### config.mk
export PLATFORM = sky130hd
export DESIGN_NAME = modbus_temperature_poller_ema_core
export DESIGN_NICKNAME = d
export VERILOG_FILES = /design/src/rtl/mtpe_pkg.sv /design/src/rtl/modbus_temperature_poller_ema_core.sv
export SDC_FILE = /design/constraint.sdc
export NUM_CORES = 2
export LEC_CHECK = 0
export ABC_CLOCK_PERIOD_IN_PS = 17800
export BUFFER_PORTS_ARGS = -buffer_cell sky130_fd_sc_hd__buf_2
export CAP_MARGIN = 20
export CELL_PAD_IN_SITES_DETAIL_PLACEMENT = 0
export CELL_PAD_IN_SITES_GLOBAL_PLACEMENT = 1
export CORE_MARGIN = 1.5
export CORE_UTILIZATION = 55
export DETAILED_ROUTE_END_ITERATION = 8
export PLACE_DENSITY_LB_ADDON = 0.1
export SLEW_MARGIN = 20
export SYNTH_ARGS = -nofsm -noshare
export SYNTH_HDL_FRONTEND = slang
export SYNTH_SLANG_ARGS = --single-unit
### constraint.sdc
create_clock -name i_clk -period 17.8 [get_ports i_clk]
set_input_delay 3.56 -clock i_clk [delete_from_list [all_inputs] [get_ports i_clk]]
set_output_delay 3.56 -clock i_clk [all_outputs]
set_load 0.05 [all_outputs]
### src/rtl/mtpe_pkg.sv
package mtpe_pkg;

    localparam int HISTORY_DEPTH_DEF = 240;
    localparam int RX_MAX_BYTES_DEF  = 16;
    localparam int EMA_FRAC_BITS_DEF = 8;

    localparam logic [1:0] REQ_POLL = 2'd0;
    localparam logic [1:0] REQ_BYTE = 2'd1;
    localparam logic [1:0] REQ_HIST = 2'd2;

    localparam logic [1:0] KIND_TX   = 2'd0;
    localparam logic [1:0] KIND_READ = 2'd1;
    localparam logic [1:0] KIND_HIST = 2'd2;

    localparam logic [2:0] STAT_OK        = 3'd0;
    localparam logic [2:0] STAT_SHORT     = 3'd1;
    localparam logic [2:0] STAT_BAD_ADDR  = 3'd2;
    localparam logic [2:0] STAT_BAD_FUNC  = 3'd3;
    localparam logic [2:0] STAT_BAD_COUNT = 3'd4;

    localparam logic [1:0] CFG_SLAVE = 2'd0;
    localparam logic [1:0] CFG_REG   = 2'd1;
    localparam logic [1:0] CFG_ALPHA = 2'd2;

    localparam logic [7:0]  SLAVE_RESET = 8'h01;
    localparam logic [15:0] REG_RESET   = 16'h0000;
    localparam logic [15:0] ALPHA_RESET = 16'd9830;

    localparam logic [7:0] FUNC_READ_HOLD  = 8'h03;
    localparam logic [7:0] QTY_HI          = 8'h00;
    localparam logic [7:0] QTY_LO          = 8'h01;
    localparam logic [7:0] RESP_BYTE_COUNT = 8'h02;

    localparam logic [15:0] CRC_INIT = 16'hFFFF;
    localparam logic [15:0] CRC_POLY = 16'hA001;

    localparam int         CAP_DEPTH     = 5;
    localparam int         CAP_AW        = 3;
    localparam int         MIN_FRAME_LEN = 7;
    localparam logic [2:0] POS_CRC_LO    = 3'd6;
    localparam logic [2:0] POS_LAST      = 3'd7;

    localparam logic [15:0] DIV5_MUL    = 16'd52429;
    localparam int          DIV5_SHIFT  = 18;
    localparam int          RECIP_SHIFT = 20;

    function automatic logic [15:0] crc16_byte(input logic [15:0] crc, input logic [7:0] b);
        logic [15:0] c;
        c = crc ^ {8'h00, b};
        for (int k = 0; k < 8; k++) begin
            c = c[0] ? ((c >> 1) ^ CRC_POLY) : (c >> 1);
        end
        return c;
    endfunction

endpackage

### src/rtl/modbus_temperature_poller_ema_core.sv
// Modbus RTU temperature poller with a fixed-point moving average. A poll beat
// yields the eight request bytes (read one holding register, CRC low byte first),
// one per cycle as the output takes them. Response bytes are taken one per cycle;
// the last byte of a frame yields one reading outcome once the alpha multiply and
// the divide-by-ten multiply, each registered, are done; a rejected frame skips
// them. A history read yields its entry after the offset reduction and then one
// history memory read, each registered. Other response bytes are taken while a
// job is running; a beat that yields results waits until the running job has
// handed its last result to the output register. After reset the history memory
// is cleared one entry a cycle, all HISTORY_DEPTH entries, while input is stalled.
module modbus_temperature_poller_ema_core #(
    parameter int HISTORY_DEPTH     = mtpe_pkg::HISTORY_DEPTH_DEF,
    parameter int RX_MAX_BYTES      = mtpe_pkg::RX_MAX_BYTES_DEF,
    parameter int EMA_FRACTION_BITS = mtpe_pkg::EMA_FRAC_BITS_DEF
) (
    input  logic               i_clk,
    input  logic               i_rst_n,
    input  logic               i_cfg_we,
    input  logic [1:0]         i_cfg_idx,
    input  logic [15:0]        i_cfg_data,
    input  logic               i_in_valid,
    output logic               o_in_stall,
    input  logic [1:0]         i_req_type,
    input  logic [7:0]         i_rx_byte,
    input  logic               i_rx_last,
    input  logic [7:0]         i_history_offset,
    output logic               o_out_valid,
    input  logic               i_out_stall,
    output logic [1:0]         o_result_kind,
    output logic [7:0]         o_tx_byte,
    output logic               o_tx_last,
    output logic [2:0]         o_read_status,
    output logic signed [15:0] o_raw_tenths,
    output logic signed [15:0] o_ema_tenths,
    output logic signed [12:0] o_history_degrees
);

    localparam int HA        = $clog2(HISTORY_DEPTH);
    localparam int CW        = $clog2(RX_MAX_BYTES + 1);
    localparam int EW        = 16 + EMA_FRACTION_BITS;
    localparam int DW        = EW + 1;
    localparam int PW        = DW + 17;
    localparam int SW        = ((HA > 8) ? HA : 8) + 1;
    localparam int OPW       = 8 + mtpe_pkg::RECIP_SHIFT + 1;
    localparam int OFF_RECIP =
        ((1 << mtpe_pkg::RECIP_SHIFT) + HISTORY_DEPTH - 1) / HISTORY_DEPTH;
    localparam int FRAC_MASK = (1 << EMA_FRACTION_BITS) - 1;

    localparam logic [3:0] JOB_IDLE  = 4'd0;
    localparam logic [3:0] JOB_POLL  = 4'd1;
    localparam logic [3:0] JOB_EMA_A = 4'd2;
    localparam logic [3:0] JOB_EMA_B = 4'd3;
    localparam logic [3:0] JOB_EMA_C = 4'd4;
    localparam logic [3:0] JOB_EMA_D = 4'd5;
    localparam logic [3:0] JOB_EMA_E = 4'd6;
    localparam logic [3:0] JOB_H_REM = 4'd7;
    localparam logic [3:0] JOB_H_ADR = 4'd8;
    localparam logic [3:0] JOB_H_OUT = 4'd9;

    logic [7:0]  r_slave;
    logic [15:0] r_regaddr;
    logic [15:0] r_alpha;

    logic [CW-1:0] r_rx_count;
    logic [CW-1:0] rx_count_inc;
    logic [7:0]    r_cap [mtpe_pkg::CAP_DEPTH];

    logic [3:0]  r_job;
    logic [2:0]  r_tx_idx;
    logic [15:0] r_crc;
    logic [7:0]  tx_byte;

    logic [2:0]        r_status;
    logic [2:0]        n_status;
    logic signed [15:0] r_raw;

    logic signed [EW-1:0] r_ema;
    logic signed [EW-1:0] raw_scaled;
    logic                 r_seed;
    logic signed [DW-1:0] r_diff;
    logic signed [PW-1:0] r_prod;
    logic signed [EW+2:0] ema_sum;
    logic [EW-1:0]        ema_abs;
    logic                 r_div_sign;
    logic [30:0]          r_div_prod;
    logic [12:0]          div_q;
    logic signed [12:0]   hist_val;
    logic [EW:0]          ema_bias;
    logic signed [EW:0]   ema_rnd;
    logic signed [15:0]   ema_tenths;

    logic [HA-1:0]  r_wr_pos;
    logic [HA-1:0]  r_clr_idx;
    logic           r_clr_busy;
    logic [7:0]     r_off;
    logic [OPW-1:0] r_off_prod;
    logic [7:0]     off_q;
    logic [19:0]    off_qd;
    logic [7:0]     r_rem;
    logic [SW-1:0]  slot_sum;
    logic [HA-1:0]  slot;

    logic [12:0]   r_hist_mem [HISTORY_DEPTH];
    logic [12:0]   r_hist_q;
    logic          mem_we;
    logic          mem_re;
    logic [HA-1:0] mem_waddr;
    logic [12:0]   mem_wdata;

    logic in_has_result;
    logic in_acc;

    logic               out_free;
    logic               out_load;
    logic               r_out_valid;
    logic [1:0]         r_out_kind;
    logic [7:0]         r_out_tx;
    logic               r_out_last;
    logic [2:0]         r_out_status;
    logic signed [15:0] r_out_raw;
    logic signed [15:0] r_out_ema;
    logic signed [12:0] r_out_hist;
    logic [1:0]         n_out_kind;
    logic [7:0]         n_out_tx;
    logic               n_out_last;
    logic [2:0]         n_out_status;
    logic signed [15:0] n_out_raw;
    logic signed [15:0] n_out_ema;
    logic signed [12:0] n_out_hist;

    // input handshake
    always_comb begin
        in_has_result = (i_req_type == mtpe_pkg::REQ_POLL)
                     || (i_req_type == mtpe_pkg::REQ_HIST)
                     || ((i_req_type == mtpe_pkg::REQ_BYTE) && i_rx_last);
        o_in_stall = r_clr_busy || ((r_job != JOB_IDLE) && in_has_result);
    end

    assign in_acc = i_in_valid && !o_in_stall;

    // frame check
    assign rx_count_inc = (r_rx_count < CW'(RX_MAX_BYTES)) ? (r_rx_count + CW'(1)) : r_rx_count;

    always_comb begin
        if (rx_count_inc < CW'(mtpe_pkg::MIN_FRAME_LEN)) begin
            n_status = mtpe_pkg::STAT_SHORT;
        end else if (r_cap[0] != r_slave) begin
            n_status = mtpe_pkg::STAT_BAD_ADDR;
        end else if (r_cap[1] != mtpe_pkg::FUNC_READ_HOLD) begin
            n_status = mtpe_pkg::STAT_BAD_FUNC;
        end else if (r_cap[2] != mtpe_pkg::RESP_BYTE_COUNT) begin
            n_status = mtpe_pkg::STAT_BAD_COUNT;
        end else begin
            n_status = mtpe_pkg::STAT_OK;
        end
    end

    // request frame
    always_comb begin
        case (r_tx_idx)
            3'd0:    tx_byte = r_slave;
            3'd1:    tx_byte = mtpe_pkg::FUNC_READ_HOLD;
            3'd2:    tx_byte = r_regaddr[15:8];
            3'd3:    tx_byte = r_regaddr[7:0];
            3'd4:    tx_byte = mtpe_pkg::QTY_HI;
            3'd5:    tx_byte = mtpe_pkg::QTY_LO;
            3'd6:    tx_byte = r_crc[7:0];
            default: tx_byte = r_crc[15:8];
        endcase
    end

    // average arithmetic
    always_comb begin
        raw_scaled = EW'(r_raw) <<< EMA_FRACTION_BITS;
        ema_sum    = (EW+3)'(r_ema) + (EW+3)'(r_prod >>> 16);
        ema_abs    = r_ema[EW-1] ? EW'(-r_ema) : EW'(r_ema);
        div_q      = r_div_prod[mtpe_pkg::DIV5_SHIFT +: 13];
        hist_val   = r_div_sign ? -$signed(div_q) : $signed(div_q);
        ema_bias   = r_ema[EW-1] ? (EW+1)'(FRAC_MASK) : '0;
        ema_rnd    = (EW+1)'(r_ema) + $signed(ema_bias);
        ema_tenths = 16'(ema_rnd >>> EMA_FRACTION_BITS);
    end

    // history slot
    always_comb begin
        off_q    = r_off_prod[mtpe_pkg::RECIP_SHIFT +: 8];
        off_qd   = 20'(off_q) * 20'(HISTORY_DEPTH);
        slot_sum = SW'(r_wr_pos) + SW'(r_rem);
        slot     = (slot_sum >= SW'(HISTORY_DEPTH)) ? HA'(slot_sum - SW'(HISTORY_DEPTH))
                                                    : HA'(slot_sum);
    end

    // memory port control and output load
    assign out_free = !r_out_valid || !i_out_stall;

    always_comb begin
        mem_we       = 1'b0;
        mem_waddr    = r_wr_pos;
        mem_wdata    = hist_val;
        mem_re       = (r_job == JOB_H_ADR);
        out_load     = 1'b0;
        n_out_kind   = mtpe_pkg::KIND_TX;
        n_out_tx     = '0;
        n_out_last   = 1'b0;
        n_out_status = mtpe_pkg::STAT_OK;
        n_out_raw    = '0;
        n_out_ema    = '0;
        n_out_hist   = '0;
        if (r_clr_busy) begin
            mem_we    = 1'b1;
            mem_waddr = r_clr_idx;
            mem_wdata = '0;
        end
        case (r_job)
            JOB_POLL: begin
                out_load   = out_free;
                n_out_kind = mtpe_pkg::KIND_TX;
                n_out_tx   = tx_byte;
                n_out_last = (r_tx_idx == mtpe_pkg::POS_LAST);
            end
            JOB_EMA_A: begin
                out_load     = out_free && (r_status != mtpe_pkg::STAT_OK);
                n_out_kind   = mtpe_pkg::KIND_READ;
                n_out_status = r_status;
                n_out_ema    = ema_tenths;
            end
            JOB_EMA_E: begin
                out_load     = out_free;
                mem_we       = out_free;
                n_out_kind   = mtpe_pkg::KIND_READ;
                n_out_status = mtpe_pkg::STAT_OK;
                n_out_raw    = r_raw;
                n_out_ema    = ema_tenths;
            end
            JOB_H_OUT: begin
                out_load   = out_free;
                n_out_kind = mtpe_pkg::KIND_HIST;
                n_out_hist = r_hist_q;
            end
            default: begin
            end
        endcase
    end

    // control state
    always_ff @(posedge i_clk) begin
        if (!i_rst_n) begin
            r_slave     <= mtpe_pkg::SLAVE_RESET;
            r_regaddr   <= mtpe_pkg::REG_RESET;
            r_alpha     <= mtpe_pkg::ALPHA_RESET;
            r_rx_count  <= '0;
            r_job       <= JOB_IDLE;
            r_tx_idx    <= '0;
            r_crc       <= mtpe_pkg::CRC_INIT;
            r_ema       <= '0;
            r_wr_pos    <= '0;
            r_clr_idx   <= '0;
            r_clr_busy  <= 1'b1;
            r_out_valid <= 1'b0;
        end else begin
            if (i_cfg_we) begin
                unique case (i_cfg_idx)
                    mtpe_pkg::CFG_SLAVE: r_slave   <= i_cfg_data[7:0];
                    mtpe_pkg::CFG_REG:   r_regaddr <= i_cfg_data;
                    mtpe_pkg::CFG_ALPHA: r_alpha   <= i_cfg_data;
                    default: begin
                    end
                endcase
            end

            if (r_clr_busy) begin
                if (r_clr_idx == HA'(HISTORY_DEPTH - 1)) begin
                    r_clr_busy <= 1'b0;
                    r_clr_idx  <= '0;
                end else begin
                    r_clr_idx <= r_clr_idx + HA'(1);
                end
            end

            if (out_load) begin
                r_out_valid <= 1'b1;
            end else if (!i_out_stall) begin
                r_out_valid <= 1'b0;
            end

            unique case (r_job)
                JOB_IDLE: begin
                end
                JOB_POLL: begin
                    if (out_load) begin
                        r_tx_idx <= r_tx_idx + 3'd1;
                        if (r_tx_idx < mtpe_pkg::POS_CRC_LO) begin
                            r_crc <= mtpe_pkg::crc16_byte(r_crc, tx_byte);
                        end
                        if (r_tx_idx == mtpe_pkg::POS_LAST) begin
                            r_job <= JOB_IDLE;
                        end
                    end
                end
                JOB_EMA_A: begin
                    if (r_status == mtpe_pkg::STAT_OK) begin
                        r_job <= JOB_EMA_B;
                    end else if (out_load) begin
                        r_job <= JOB_IDLE;
                    end
                end
                JOB_EMA_B: r_job <= JOB_EMA_C;
                JOB_EMA_C: begin
                    r_ema <= r_seed ? raw_scaled : ema_sum[EW-1:0];
                    r_job <= JOB_EMA_D;
                end
                JOB_EMA_D: r_job <= JOB_EMA_E;
                JOB_EMA_E: begin
                    if (out_load) begin
                        r_wr_pos <= (r_wr_pos == HA'(HISTORY_DEPTH - 1)) ? '0
                                                                          : (r_wr_pos + HA'(1));
                        r_job    <= JOB_IDLE;
                    end
                end
                JOB_H_REM: r_job <= JOB_H_ADR;
                JOB_H_ADR: r_job <= JOB_H_OUT;
                JOB_H_OUT: begin
                    if (out_load) begin
                        r_job <= JOB_IDLE;
                    end
                end
                default: r_job <= JOB_IDLE;
            endcase

            if (in_acc) begin
                unique case (i_req_type)
                    mtpe_pkg::REQ_POLL: begin
                        r_rx_count <= '0;
                        r_tx_idx   <= '0;
                        r_crc      <= mtpe_pkg::CRC_INIT;
                        r_job      <= JOB_POLL;
                    end
                    mtpe_pkg::REQ_BYTE: begin
                        if (i_rx_last) begin
                            r_rx_count <= '0;
                            r_job      <= JOB_EMA_A;
                        end else begin
                            r_rx_count <= rx_count_inc;
                        end
                    end
                    mtpe_pkg::REQ_HIST: r_job <= JOB_H_REM;
                    default: begin
                    end
                endcase
            end
        end
    end

    // datapath registers
    always_ff @(posedge i_clk) begin
        if (in_acc && (i_req_type == mtpe_pkg::REQ_BYTE)) begin
            if (r_rx_count < CW'(mtpe_pkg::CAP_DEPTH)) begin
                r_cap[r_rx_count[mtpe_pkg::CAP_AW-1:0]] <= i_rx_byte;
            end
            if (i_rx_last) begin
                r_status <= n_status;
                r_raw    <= $signed({r_cap[3], r_cap[4]});
            end
        end
        if (in_acc && (i_req_type == mtpe_pkg::REQ_HIST)) begin
            r_off      <= i_history_offset;
            r_off_prod <= OPW'(i_history_offset) * OPW'(OFF_RECIP);
        end
        if (r_job == JOB_H_REM) begin
            r_rem <= r_off - off_qd[7:0];
        end
        if (r_job == JOB_EMA_A) begin
            r_seed <= (r_ema == '0);
            r_diff <= DW'(raw_scaled) - DW'(r_ema);
        end
        if (r_job == JOB_EMA_B) begin
            r_prod <= PW'($signed({1'b0, r_alpha})) * PW'(r_diff);
        end
        if (r_job == JOB_EMA_D) begin
            r_div_sign <= r_ema[EW-1];
            r_div_prod <= 31'(ema_abs[EW-1:EMA_FRACTION_BITS+1]) * 31'(mtpe_pkg::DIV5_MUL);
        end
        if (out_load) begin
            r_out_kind   <= n_out_kind;
            r_out_tx     <= n_out_tx;
            r_out_last   <= n_out_last;
            r_out_status <= n_out_status;
            r_out_raw    <= n_out_raw;
            r_out_ema    <= n_out_ema;
            r_out_hist   <= n_out_hist;
        end
    end

    // history memory
    always_ff @(posedge i_clk) begin
        if (mem_we) begin
            r_hist_mem[mem_waddr] <= mem_wdata;
        end
        if (mem_re) begin
            r_hist_q <= r_hist_mem[slot];
        end
    end

    assign o_out_valid       = r_out_valid;
    assign o_result_kind     = r_out_kind;
    assign o_tx_byte         = r_out_tx;
    assign o_tx_last         = r_out_last;
    assign o_read_status     = r_out_status;
    assign o_raw_tenths      = r_out_raw;
    assign o_ema_tenths      = r_out_ema;
    assign o_history_degrees = r_out_hist;

    a_poll_beats_in_job: assert property (@(posedge i_clk) disable iff (!i_rst_n)
        (r_out_valid && (r_out_kind == mtpe_pkg::KIND_TX) && !r_out_last)
            |-> (r_job == JOB_POLL))
        else $error("request beat shown without a running poll");

    a_ring_write_ok: assert property (@(posedge i_clk) disable iff (!i_rst_n)
        (r_job == JOB_EMA_E) |-> (r_status == mtpe_pkg::STAT_OK))
        else $error("ring write for a rejected frame");

    a_wr_pos_range: assert property (@(posedge i_clk) disable iff (!i_rst_n)
        r_wr_pos <= HA'(HISTORY_DEPTH - 1))
        else $error("write position out of range");

    a_clear_quiet: assert property (@(posedge i_clk) disable iff (!i_rst_n)
        r_clr_busy |-> ((r_job == JOB_IDLE) && !r_out_valid))
        else $error("activity during history clear");

endmodule
* Word level (Yosys, flattened, before mapping)
Memories as Yosys holds them, arrays and structs flattened. A register that Yosys moved wholly into a read port is not among the register bits.
Cells that the tools add are included.
** Operators by class
- $add $sub $neg :: 12
- Multiply operators :: 4
- Order comparisons :: 5
- Equal/unequal tests :: 26
- Multiplexer cells :: 54
- Bitwise logic cells :: 9
- Reductions and logical operators :: 32
** Operators with widths (number)
- 2-to-1 mux 16 bit :: 13
- one-hot mux 8 bit (7 select lines) :: 1
- 2-to-1 mux 24 bit :: 2
- multiplier 17 x 25 -> 40 bit :: 1
- 2-to-1 mux 8 bit :: 5
- one-hot mux 4 bit (9 select lines) :: 1
- multiplier 15 x 16 -> 31 bit (second input constant) :: 1
- 2-to-1 mux 13 bit :: 2
- subtractor 24 x 24 -> 25 bit :: 1
- adder 24 bit :: 1
- adder 24 x 9 -> 24 bit :: 1
- logical NOT 24 bit :: 1
- 2-to-1 mux 4 bit :: 6
- negator 24 bit :: 1
- NOT 2 -> 3 bit :: 8
- multiplier 8 x 12 -> 20 bit (second input constant) :: 1
- adder 8 x 1 -> 8 bit (second input constant) :: 2
- equality test 4 x 3 -> 1 bit (second input constant) :: 4
- equality test 8 bit (second input constant) :: 2
- != test 8 x 2 -> 1 bit (second input constant) :: 2
- XOR 16 x 8 -> 16 bit :: 1
- 2-to-1 mux 3 bit :: 5
- negator 13 bit :: 1
- equality test 3 bit (second input constant) :: 4
- 38 further kinds :: 75
** Storage, ports and cells
- Register bits :: 306
- Bits in writable memories :: 3160
- Output and inout port bits :: 61
- Word-level logic and storage cells :: 173
- Memories kept :: 2
** Memories
- r_hist_mem :: depth 240, width 13, read ports 1, clocked after Yosys merged registers in 1, wr ports 1, RTL line modbus_temperature_poller_ema_core.sv:103 : logic [12:0] r_hist_mem [HISTORY_DEPTH];
- r_cap :: depth 5, width 8, read ports 5, clocked after Yosys merged registers in 2, wr ports 1, RTL line modbus_temperature_poller_ema_core.sv:66 : logic [7:0] r_cap [mtpe_pkg::CAP_DEPTH];

* Logic depth before layout (Yosys ltp)
- Depth after elaboration :: 24
- Gate-level depth with buffers :: 28
- Depth with buffers taken out :: 28

* Worst setup path before layout
No wires, ideal clock.
- Path kind :: register to register
- Start point :: register r_div_prod[21]
- End point :: memory r_hist_mem[0][10] (data pin)
- Arrival time :: 7.465 ns
- Setup slack :: 9.020 ns
- Cell stages (with the launch flop) :: 7
- Path buffers :: 0
- Clock period less this slack :: 8.780 ns
- Cell sequence :: edfxtp_1 > or3_1 > or3b_2 > or3_1 > o31ai_1 > xor2_1 > nor2_1
** On the way
- Cells in the longest elaborated chain, start to end :: 3
** RTL lines
- start, declared :: RTL line modbus_temperature_poller_ema_core.sv:85 : logic [30:0] r_div_prod;
- start signal, assigned :: RTL line modbus_temperature_poller_ema_core.sv:381 : r_div_prod <= 31'(ema_abs[EW-1:EMA_FRACTION_BITS+1]) * 31'(mtpe_pkg::DIV5_MUL);
- negator 13 bit :: RTL line modbus_temperature_poller_ema_core.sv:178 : hist_val = r_div_sign ? -$signed(div_q) : $signed(div_q);
- 2-to-1 mux 13 bit :: RTL line modbus_temperature_poller_ema_core.sv:178
- 2-to-1 mux 13 bit :: RTL line modbus_temperature_poller_ema_core.sv:209 : if (r_clr_busy) begin
- via mem_wdata[10] :: RTL line modbus_temperature_poller_ema_core.sv:108 : logic [12:0] mem_wdata;
- end, declared :: RTL line modbus_temperature_poller_ema_core.sv:103
The timed path passes the listed nets, and every way through them passes these cells.

* Final worst setup path
- Start point :: register r_ema[4]
- End point :: register r_div_prod[30] (data pin)
** On the way
- Cells in the longest elaborated chain, start to end :: 3
** RTL lines
- start, declared :: RTL line modbus_temperature_poller_ema_core.sv:77 : logic signed [EW-1:0] r_ema;
- start signal, assigned :: RTL line modbus_temperature_poller_ema_core.sv:309 : r_ema <= r_seed ? raw_scaled : ema_sum[EW-1:0];
- negator 24 bit :: RTL line modbus_temperature_poller_ema_core.sv:176 : ema_abs = r_ema[EW-1] ? EW'(-r_ema) : EW'(r_ema);
- 2-to-1 mux 24 bit :: RTL line modbus_temperature_poller_ema_core.sv:176
- multiplier 15 x 16 -> 31 bit :: RTL line modbus_temperature_poller_ema_core.sv:381
Every way passes these cells.
A chain may end at the register's enable or synchronous reset.

==> summary.md <==
| Metric | Value |
|---|---|
| Status | finished clean |
| Reg2reg start | r_ema[4]$_SDFFE_PN0P_ |
| Post-synth top flop | edfxtp_1 |
| TritonCTS buffer count | 349 |
| Final hold violation count | 0 |
| Combinational fraction of design power | 0.089 |
| Rows | 193 |
| Cell count after synthesis | 8648 |
| Share of cells above drive strength 1 | 0.215 |
| CTS Hold Buffers Added | 0 |
| PnR worst setup slack | 9.53 ns |
| H-tree lvl count | 5 |
| Slew Viols, Final | 0 |
| Post-cts sizing count | 0 |
| Area grow syn2layout | 11.6% |
| Placed insts | 12.4k |
| Routed vias | 81.9k |
| Cell Area, Synth | ~150000 um^2 |
| Setup WS pre-CTS | 9.63 ns |
| Switching power | about 4000 uW |
| First-pass GRT wire length | 598 mm |
| Post-CTS setup buffers | 0 |
| Tmin final | 8.27 ns |
| Tot GR Track Use | 0.295 |
| Antenna violations before repair | 12 |
| HP Start | r_cap[4][1]$_DFFE_PP_ |
| CTS tree | yes |
| Final WL | 414 mm |
| CTS sink cnt | ~3.4k |
| Largest area contributor in the netlist | edfxtp_1 |
| Post-layout instance count excluding filler cells | ~13k |
| CP Capture Type | flip-flop |
| Routed wire per std cell | 31.8 um |
| Worst Path Max Fanout | 8 |
| Largest cells by area after synthesis | edfxtp_1 65%, mux4_2 13%, fa_1 5.8%, ha_1 2.4%, inv_1 1.6% |
| Clk pwr share | 0.408 |
| Max cap viols | 0 |
| Highest Clock Rate | between 100 and 150 MHz |
| First-pass iteration count of the detailed router | 5 |
| Number of routed nets with antenna violations | 0 |
| CTS Buffer Depth | 4 |
| Most numerous cell in the Yosys netlist | edfxtp_1 |
| Syn_nets | between 9k and 10k |
| Sw Share | 0.229 |
| Critical Path AT | approximately 9 ns |
| Largest net degree at the start of global routing | 205 |
| Critical Path Start | r_ema[4]$_SDFFE_PN0P_ |
| Initial Util | 0.554 |
| Share of the synthesized area in the top cell type | 0.652 |
| Critical setup path kind | flip-flop to flip-flop |
| Core Util, Final | 0.618 |
| Leakage | between 0.06 and 0.07 uW |
| DRC errors left | 0 |
| Synth warn | 0 |
| Clk_lat worst skew | 0.94 ns |
| Slew @ Worst Pin | between 1 and 1.5 ns |
| RSZ-0062 raised after global routing | no |
| Chip width | roughly 530 um |
| Fraction of registers with async set/reset | 0 |
| Vert. Die Dim | 531 um |
| DRT iter0 DRCs | approximately 9.7k |
| Commonest cells post-synth | 3332 x edfxtp_1, 903 x mux4_2, 641 x inv_1 |
| GPL Wtd Cong | roughly 0.87 |
| Int Pwr | about 14000 uW |
| Critical path launch point type | flip-flop |
| Post-synth EDFFs | 3332 |
| Die area | ~280000 um^2 |
| Post-synth cell types | 94 |
| IO Pins | 103 |
| Number of synthesized register bits | 3442 |
| GRT overflow | 0 |
| I/O Buffers | 102 |
| Fin nets | between 9k and 10k |
| TNS Setup | 0 ns |
| Overall Power | between 15000 and 20000 uW |
| # setup viols final | 0 |
| Via/cell ratio | 6.30 |
| HPWL Detailed | 262 mm |
| Skew final | 0.0751 ns |
| Register share of total power | 0.503 |
| Hold Path Class | flip-flop to flip-flop |
| Post-Syn Area per Cell | 17.8 um^2 |
| Worst EP required | 18.41 ns |
| VDD IR max | 0.0876 mV |
| PD cells | 103 nW/um^2 |
| Crit share post-route | 0.465 |
| Post-synthesis sequential area ratio | 0.666 |
| Rel. slew slack | 0.167 |
| Vias in the first global route | 83.0k |
| Clk root buf | clkbuf_16 |
| Worst-path clk slew | roughly 0.06 ns |
| Core Area | approximately 280000 um^2 |
[state kept, by name (all words and copies together) (netlist names), 16 cells and up]
signal	flops
r_alpha	16
o_raw_tenths	16
o_ema_tenths	16
r_regaddr	16
r_hist_mem	3120
r_ema	24
r_raw	16
r_cap	40
r_diff	25
r_prod	24
r_crc	16
[area by class of cell]
class	instances	area (um^2)
timing repair buffer	455	3410
antenna	4	10.0
clock inverter	193	1790
fill	19852	106000
inverter	642	2410
tap	3705	4640
clock buffer	438	9270
multi-input combinational	4135	47500
sequential	3442	102000
[final timing paths]
path / slack [ns] / end / cells past startpoint
max reg2reg: 9.53 / r_div_prod[30]$_DFFE_PN_ / 23
min: 0.42 / r_raw[1]$_DFFE_PP_ / 0
min reg2reg: 0.42 / r_raw[1]$_DFFE_PP_ / 0
max: 9.53 / r_div_prod[30]$_DFFE_PN_ / 23
[cell usage in the layout (no fill, tap or decap), drive strengths merged, types with 23 or more instances in the layout]
cell / synthesis / layout
mux2: 30 / 30
inv: 641 / 655
mux4: 903 / 903
edfxtp: 3332 / 3332
nor2: 455 / 455
fa: 442 / 442
clkbuf: 263 / 438
mux2i: 71 / 71
and3: 76 / 76
ha: 296 / 296
buf: 166 / 455
a31oi: 38 / 38
bufinv: 0 / 25
a21o: 35 / 35
o21ai: 118 / 118
a21oi: 137 / 137
o21a: 25 / 25
a211oi: 74 / 74
o211ai: 26 / 26
nand2: 585 / 585
nor4: 23 / 23
clkinv: 1 / 140
dfxtp: 110 / 110
nand4: 28 / 28
and2: 193 / 193
nand3: 100 / 100
xnor2: 130 / 130
nor3: 38 / 38
xor2: 52 / 52
[layer usage]
metal	part of all wire	track usage	vias to the layer above	routed length [um]
met5	0.00014	0	-	60
met4	0.044	0.116	8	18000
met3	0.087	0.0557	698	36000
met2	0.47	0.460	3842	196000
met1	0.40	0.416	43356	164000
li1	-	-	34027	-
[critical path: stages (launching register included)]
cell      delay (ns)
dfxtp_1         0.40
nor4_2          0.66
nand4_1         0.29
nor4_2          0.63
a31oi_1         0.23
xnor2_1         0.62
xor2_1          0.22
fa_1            0.65
inv_1           0.09
fa_1            0.46
fa_1            0.49
inv_1           0.05
fa_1            0.50
fa_1            0.42
ha_1            0.30
and4_1          0.22
a221oi_1        0.40
o311ai_0        0.29
nand3_1         0.23
o21ai_0         0.14
nor2_1          0.23
o21ai_0         0.19
a21oi_1         0.20
xnor2_1         0.09
[power by group through the flow]
stage / clock network, uW / registers (uW) / logic (uW)
finish: 7160 / 8850 / 1560
CTS: 7250 / 8840 / 1600
floorplan: 0 / 9020 / 1110
detailed placement: 0 / 9020 / 1580
global route: 7540 / 8840 / 1770
global placement: 0 / 9020 / 1560
[metrics by stage]
step                hold WS (ns)  area (um^2)
finish                     0.418       171000
detailed placement         0.406       160000
global placement           0.401       160000
CTS                        0.413       171000
floorplan                  0.400       154000
global route               0.424       171000
[logic make-up after synthesis]
group	after synthesis	synth area share
fa+ha+maj	738	0.0818
xor+xnor	183	0.0106
mux	1004	0.139
flops	3442	0.666
simple gates	1584	0.0471
compound gates	626	0.0276
buf+inv	1071	0.0277
No activity file was read; power rests on OpenSTA's default activity.
